## config.mk

```make
export PLATFORM = sky130hd
export DESIGN_NAME = crc16_cobs_telemetry_framer
export DESIGN_NICKNAME = d
export VERILOG_FILES = /design/src/sv/ctf_pkg.sv /design/src/sv/ctf_cobs_enc.sv /design/src/sv/crc16_cobs_telemetry_framer.sv
export SDC_FILE = /design/constraint.sdc
export NUM_CORES = 1
export LEC_CHECK = 0
export ABC_AREA = 1
export BUFFER_PORTS_ARGS = -buffer_cell sky130_fd_sc_hd__buf_4
export CORE_MARGIN = 3
export CORE_UTILIZATION = 68
export DETAILED_ROUTE_END_ITERATION = 6
export PLACE_DENSITY_LB_ADDON = 0.1
export SLEW_MARGIN = 5
export SYNTH_ARGS = -nofsm -noshare
export SYNTH_HDL_FRONTEND = slang
export SYNTH_HIERARCHICAL = 1
export SYNTH_SLANG_ARGS = --single-unit
```

## constraint.sdc

```tcl
create_clock -name i_clk -period 20 [get_ports i_clk]
set_input_delay 2 -clock i_clk [delete_from_list [all_inputs] [get_ports i_clk]]
set_output_delay 2 -clock i_clk [all_outputs]
set_load 0.01 [all_outputs]
```

## src/sv/ctf_pkg.sv

```systemverilog
// Shared types and constants for the CRC-16 / COBS telemetry framer.
// Holds the frame layout types and the parallel CRC-16 column table.
// No dependencies.
`default_nettype none

package ctf_pkg;

    // Frame layout.
    localparam int unsigned NUM_WORDS = 5;
    localparam int unsigned WORD_W    = 16;
    localparam int unsigned MSG_W     = NUM_WORDS * WORD_W;
    localparam int unsigned RAW_LEN   = 14;
    localparam int unsigned ENC_LEN   = 15;
    localparam logic [15:0] CRC_POLY  = 16'h1021;

    typedef logic [RAW_LEN-1:0][7:0] t_raw;
    typedef logic [ENC_LEN-1:0][7:0] t_enc;
    typedef logic [MSG_W-1:0][15:0]  t_crc_cols;

    // The CRC is linear in the message bits, so each message bit contributes a
    // fixed 16-bit column. Bit MSG_W-1 is the first bit sent (MSB of the first
    // byte). The table is built once at elaboration.
    function automatic t_crc_cols crc_columns();
        t_crc_cols   cols;
        logic [15:0] crc;
        logic        fb;
        for (int n = 0; n < MSG_W; n++) begin
            crc = '0;
            for (int t = 0; t < MSG_W; t++) begin
                fb  = crc[15] ^ ((MSG_W - 1 - t) == n);
                crc = {crc[14:0], 1'b0} ^ (fb ? CRC_POLY : 16'h0000);
            end
            cols[n] = crc;
        end
        return cols;
    endfunction

    localparam t_crc_cols CRC_COLS = crc_columns();

endpackage

`default_nettype wire

```

## src/sv/ctf_cobs_enc.sv

```systemverilog
// COBS encoder for one fixed 14-byte raw frame, producing 15 encoded bytes.
// Purely combinational; depends on ctf_pkg for the frame types.
`default_nettype none

module ctf_cobs_enc (
    input  ctf_pkg::t_raw i_raw,
    output ctf_pkg::t_enc o_enc
);
    import ctf_pkg::*;

    logic [RAW_LEN-1:0] zero_flag;

    // Mark the zero bytes of the raw frame.
    always_comb begin
        for (int i = 0; i < RAW_LEN; i++) begin
            zero_flag[i] = (i_raw[i] == 8'h00);
        end
    end

    // Distance from position p to the next zero byte at or after p, plus one.
    // The last raw byte is always zero, so a zero is always found.
    function automatic logic [3:0] code_at(logic [RAW_LEN-1:0] z, int p);
        logic [3:0] d;
        d = 4'(ENC_LEN - p);
        for (int q = RAW_LEN - 1; q >= 0; q--) begin
            if (q >= p && z[q]) begin
                d = 4'(q - p + 1);
            end
        end
        return d;
    endfunction

    // Encoded byte p carries raw byte p-1, or a block code where that byte
    // was zero. The leading byte is always a code.
    always_comb begin
        o_enc[0] = {4'b0000, code_at(zero_flag, 0)};
        for (int p = 1; p < ENC_LEN; p++) begin
            if (zero_flag[p-1]) begin
                o_enc[p] = {4'b0000, code_at(zero_flag, p)};
            end else begin
                o_enc[p] = i_raw[p-1];
            end
        end
    end

endmodule

`default_nettype wire

```

## src/sv/crc16_cobs_telemetry_framer.sv

```systemverilog
// Top level of the CRC-16 / COBS telemetry framer.
// Depends on ctf_pkg and ctf_cobs_enc.
//
// Each input request carries five 16-bit telemetry words. The block builds a
// 14-byte frame (the words high byte first, CRC-16 XMODEM over those ten
// bytes, a wrapping 8-bit frame counter, a zero byte), COBS encodes it to 15
// bytes and appends a zero delimiter, which is flagged by m_axis_tlast. Every
// frame is exactly 16 output bytes, one byte per cycle while the sink is ready,
// so the byte serializer sets the rate at which new frames are taken. A frame
// passes an input register and a raw-frame register before it is loaded into
// the serializer, so new frames are taken in while one is still being sent,
// and the next frame loads as the previous delimiter leaves.
`default_nettype none

module crc16_cobs_telemetry_framer (
    input  wire                        i_clk,
    input  wire                        i_rst_n,
    // Input stream.
    input  wire                        s_axis_tvalid,
    output logic                       s_axis_tready,
    // tdata, from bit 0 up: word_state, word_two, word_line_rms, word_four,
    // word_drive.
    input  wire  [ctf_pkg::MSG_W-1:0]  s_axis_tdata,
    // Output stream.
    output logic                       m_axis_tvalid,
    input  wire                        m_axis_tready,
    // tdata, from bit 0 up: out_byte.
    output logic [7:0]                 m_axis_tdata,
    // tlast: frame_end.
    output logic                       m_axis_tlast
);
    import ctf_pkg::*;

    localparam logic [3:0] LAST_IDX = 4'(ENC_LEN);

    logic [7:0]        r_cnt;
    logic              r_s1_vld;
    logic [MSG_W-1:0]  r_s1_msg;
    logic [7:0]        r_s1_cnt;
    logic              r_s2_vld;
    t_raw              r_s2_raw;
    logic              r_busy;
    logic [3:0]        r_idx;
    logic [ENC_LEN*8-1:0] r_shift;

    logic              in_acc;
    logic              out_acc;
    logic              out_last;
    logic              s1_go;
    logic              s2_go;
    logic [MSG_W-1:0]  msg;
    logic [15:0]       crc;
    t_raw              n_raw;
    t_enc              enc;

    // Stage handshakes: each register moves on when the next one is free.
    assign out_acc       = r_busy && m_axis_tready;
    assign out_last      = out_acc && (r_idx == LAST_IDX);
    assign s2_go         = r_s2_vld && (!r_busy || out_last);
    assign s1_go         = r_s1_vld && (!r_s2_vld || s2_go);
    assign s_axis_tready = !r_s1_vld || s1_go;
    assign in_acc        = s_axis_tvalid && s_axis_tready;

    // Message bits in send order, first word's MSB on top.
    assign msg = {r_s1_msg[15:0], r_s1_msg[31:16], r_s1_msg[47:32],
                  r_s1_msg[63:48], r_s1_msg[79:64]};

    // Parallel CRC-16: XOR of the columns of the set message bits.
    always_comb begin
        crc = '0;
        for (int n = 0; n < MSG_W; n++) begin
            if (msg[n]) begin
                crc = crc ^ CRC_COLS[n];
            end
        end
    end

    // Raw frame assembly.
    always_comb begin
        for (int k = 0; k < 2 * NUM_WORDS; k++) begin
            n_raw[k] = msg[MSG_W-1-8*k -: 8];
        end
        n_raw[10] = crc[15:8];
        n_raw[11] = crc[7:0];
        n_raw[12] = r_s1_cnt;
        n_raw[13] = 8'h00;
    end

    ctf_cobs_enc u_cobs_enc (
        .i_raw (r_s2_raw),
        .o_enc (enc)
    );

    // Control registers: frame counter, stage valids, serializer state.
    always_ff @(posedge i_clk) begin
        if (!i_rst_n) begin
            r_cnt    <= '0;
            r_s1_vld <= 1'b0;
            r_s2_vld <= 1'b0;
            r_busy   <= 1'b0;
            r_idx    <= '0;
        end else begin
            if (in_acc) begin
                r_cnt <= r_cnt + 8'd1;
            end
            if (in_acc) begin
                r_s1_vld <= 1'b1;
            end else if (s1_go) begin
                r_s1_vld <= 1'b0;
            end
            if (s1_go) begin
                r_s2_vld <= 1'b1;
            end else if (s2_go) begin
                r_s2_vld <= 1'b0;
            end
            if (s2_go) begin
                r_busy <= 1'b1;
                r_idx  <= '0;
            end else if (out_acc) begin
                r_idx <= r_idx + 4'd1;
                if (r_idx == LAST_IDX) begin
                    r_busy <= 1'b0;
                end
            end
        end
    end

    // Payload registers. The shift register fills with zeros from the top, so
    // the byte after the fifteen encoded ones is the delimiter.
    always_ff @(posedge i_clk) begin
        if (in_acc) begin
            r_s1_msg <= s_axis_tdata;
            r_s1_cnt <= r_cnt;
        end
        if (s1_go) begin
            r_s2_raw <= n_raw;
        end
        if (s2_go) begin
            r_shift <= enc;
        end else if (out_acc) begin
            r_shift <= {8'h00, r_shift[ENC_LEN*8-1:8]};
        end
    end

    assign m_axis_tvalid = r_busy;
    assign m_axis_tdata  = r_shift[7:0];
    assign m_axis_tlast  = (r_idx == LAST_IDX);

endmodule

`default_nettype wire

```

==> impl_metrics.py <==
metrics = {
    "run_status": {
        "outcome": "finished clean",
    },
    "synthesis": {
        "synth_area_in_adders": 0.001231,
        "synth_top_area_frac": 0.4609,
        "synth_compound_area_frac": 0.02241,
        "async_reset_ff_frac": 0,
        "synth_edf_count": 312,
        "combinational_family_with_the_most_area_after_synthesis": "simple AND/OR/NAND/NOR gates",
        "most_frequently_used_flop_master_after_synthesis": "sky130_fd_sc_hd__edfxtp_1",
        "post_synth.cell_area_avg_um2": 9.273,
        "synth_warnings": 6,
        "synth_area_leaders": "sky130_fd_sc_hd__edfxtp_1 (46%), sky130_fd_sc_hd__nand2_1 (12%), sky130_fd_sc_hd__xor2_1 (5.6%)",
        "synth_top_cell_by_area": "sky130_fd_sc_hd__edfxtp_1",
        "synth_cell_types": 53,
        "ys_seq_area_frac": 0.4757,
        "post-synth-top-count-cell": "sky130_fd_sc_hd__nand2_1",
        "post_synth_and_or_nand_nor_area_fraction": 0.2075,
        "syn-instance-count": 2192,
        "postSynthRegisterBits": 327,
        "synthMuxAreaShare": 0.06205,
        "post_synth_most_frequent_cells": "sky130_fd_sc_hd__nand2_1 (645), sky130_fd_sc_hd__edfxtp_1 (312), sky130_fd_sc_hd__inv_1 (217)",
        "syn-cell-area_um2": 20330,
        "synth_xor_xnor_area_share": 0.1344,
    },
    "global_routing": {
        "grt_first_pass_wirelength_mm": 85.19,
        "grt_remaining_overflow": 0,
        "grt_use_total": 0.3699,
        "grt_max_degree": 78,
        "gr-max-usage-layer": "met2",
        "antenna_found_initial": 1,
        "use_met2": 0.5924,
        "groute.layer.met1.usage": 0.4637,
        "use_met3": 0.05760,
        "grt_pass1_vias": 14400,
    },
    "sta": {
        "timing_hold_violations_final": 0,
        "tightest_slew_ps": 1094,
        "post-route-min-period_ps": 5182,
        "maxSlewViolCount": 0,
        "fin_setup_tns_ps": 0,
        "timing.slew.headroom": 0.2706,
        "setup-violations-final": 0,
        "fmax_ghz": 0.1930,
        "final.setup_skew_ps": 24.95,
        "rsz0062_at_grt": "no",
        "min_period_over_period": 0.2591,
    },
    "floorplan": {
        "die-height_um": 178.9,
        "die_w_um": 178.9,
        "floorplan.die_area_um2": 32000,
        "number_of_placement_rows": 62,
        "floorplan.io_pins": 95,
        "core_um2": 29090,
        "start_util": 0.6987,
    },
    "cts": {
        "worst_skew_pair.late_latency_ps": 540,
        "cts_inserted_buffers": 34,
        "htree_levels": 2,
        "post_cts.resized_instances": 0,
        "cts_hold_repair.buffers": 0,
        "cts.reportedPaths.clkPinSlew_ps": 60,
        "clock_path_buffers": 3,
        "cts_tree": "built",
        "cts_setup_buffers": 0,
        "root_buffer_cell": "sky130_fd_sc_hd__clkbuf_16",
        "tritoncts_num_sinks": 327,
    },
    "setup_path": {
        "rr_startpoint": "r_idx[0]",
        "crit_path_start_kind": "primary input",
        "required_time_of_the_critical_path_ps": 18000,
        "r2r_cells": 10,
        "worst_setup_path_end_kind": "output pin",
        "setup.worst_path.start": "m_axis_tready",
        "cp_data_arrival_time_ps": 3180,
        "crit_fanout": 49,
        "critPathKind": "in -> out",
    },
    "power_and_ir_drop": {
        "power.clock.fraction": 0.333,
        "comb_power_share": 0.215,
        "design_internal_power_uw": 1345,
        "netSwitchingPower_uw": 582.9,
        "powerDensity_nw_per_um2": 88.30,
        "power_leakage_uw": 0.009816,
        "irDropWorstVdd_mv": 0.06954,
        "total_power_uw": 1928,
        "power_switching_share": 0.3024,
        "pwr-share-seq": 0.452,
    },
    "hold_path": {
        "hold_path.startpoint": "r_s1_cnt[5]",
        "min-delay-path-class": "reg -> reg",
        "hold-path-cell-count": 0,
    },
    "routing": {
        "detail_route.wirelength_mm": 58.53,
        "vias": 15030,
        "drt_iter0_markers": 1492,
        "drtPass1Iterations": 6,
        "mean_number_of_vias_per_cell": 5.777,
        "wl_per_cell_um": 22.49,
        "detail_route.drc_violations": 0,
        "ant_nets": 0,
    },
    "run": {
        "cap_viol_max_count": 0,
    },
    "place": {
        "dp.final_hpwl_mm": 42.85,
        "routabilityCongestion": 1.012,
        "buffer_ports.inserted": 94,
    },
    "final_layout": {
        "area_growth_syn_to_layout_pct": 7.430,
        "design.final.nets": 2279,
        "final_core_utilization": 0.7506,
        "layout-drive-gt1-share": 0.1493,
    },
}
stage by stage:
| stage | setup slack [ps] | cells | hold slack (ps) | area [um^2] |
|---|---|---|---|---|
| finish | 14820 | 2602 | 416.5 | 21840 |
| floorplan | 10400 | 2210 | 400.3 | 20390 |
| global route | 14720 | 2601 | 420.8 | 21830 |
| global placement | 14840 | 2541 | 403.2 | 20710 |
| CTS | 14800 | 2601 | 419.6 | 21830 |
| detailed placement | 14800 | 2541 | 404.5 | 20710 |
critical path, cell delays in order:
cell	delay, ps
sky130_fd_sc_hd__buf_4	110
sky130_fd_sc_hd__nand2_1	80
sky130_fd_sc_hd__nand2_2	80
sky130_fd_sc_hd__nand2_4	510
sky130_fd_sc_hd__nand3_2	200
sky130_fd_sc_hd__buf_4	200
sequential cells by signal, indices dropped and copies added (netlist names):
signal / cells
r_cnt: 8
r_s1_msg: 80
r_shift: 120
r_s1_cnt: 8
r_s2_vld: 1
r_idx: 4
m_axis_tvalid: 1
r_s1_vld: 1
r_s2_raw: 104
metal layers:
layer	part of all wire	vias to the layer above
li1	-	6914
met1	0.36	7037
met2	0.46	844
met3	0.10	236
met4	0.081	0
met5	0	-
worst paths after layout:
| check | to | slack [ps] |
|---|---|---|
| worst max register to register | r_s1_msg[57] | 16690 |
| worst min-delay path | r_s2_raw[101] | 420 |
| worst min register to register | r_s2_raw[101] | 420 |
| worst max-delay path | s_axis_tready | 14820 |
final cells by class:
class / instances / area, um^2
flip-flops and latches: 327 / 9669
multi-input cells: 1463 / 8782
fillers: 1961 / 7254
inverters: 262 / 989.7
clock buffers: 42 / 910.9
repair buffers: 105 / 788.3
well taps: 384 / 480.5
clock inverters: 18 / 212.7
diodes: 1 / 2.502
kinds of logic after synthesis:
kind of cell	Yosys count
buffers and inverters	420
other	2
muxes	112
xor gates and xnor gates	287
AOI/OAI and AO/OA	67
and+or+nand+nor	975
adders and majority gates	2
DFF	327
power by group through the flow:
stage	Combinational [uW]	Sequential, uW	Clock, uW
2_1_floorplan	338	842	0
3_3_place_gp	389	881	0
3_5_place_dp	405	882	0
4_1_cts	408	869	646
5_1_grt	462	873	672
6_report	414	872	642
placed cells by master (no fill, tap or decap), drive strengths merged, types with 10 or more instances in the layout:
| master | instances |
|---|---|
| nand3b | 22 |
| xnor2 | 151 |
| a21oi | 11 |
| or2 | 17 |
| mux2 | 112 |
| conb | 20 |
| o21bai | 14 |
| dfxtp | 15 |
| a21o | 10 |
| nand3 | 126 |
| xor2 | 136 |
| edfxtp | 312 |
| inv | 260 |
| a31o | 10 |
| nand2 | 680 |
| clkinv | 14 |
| clkbuf | 42 |
| nor4 | 12 |
| buf | 105 |
| o21ai | 16 |
| nor2 | 106 |
Power figures use the tool's default switching activity.
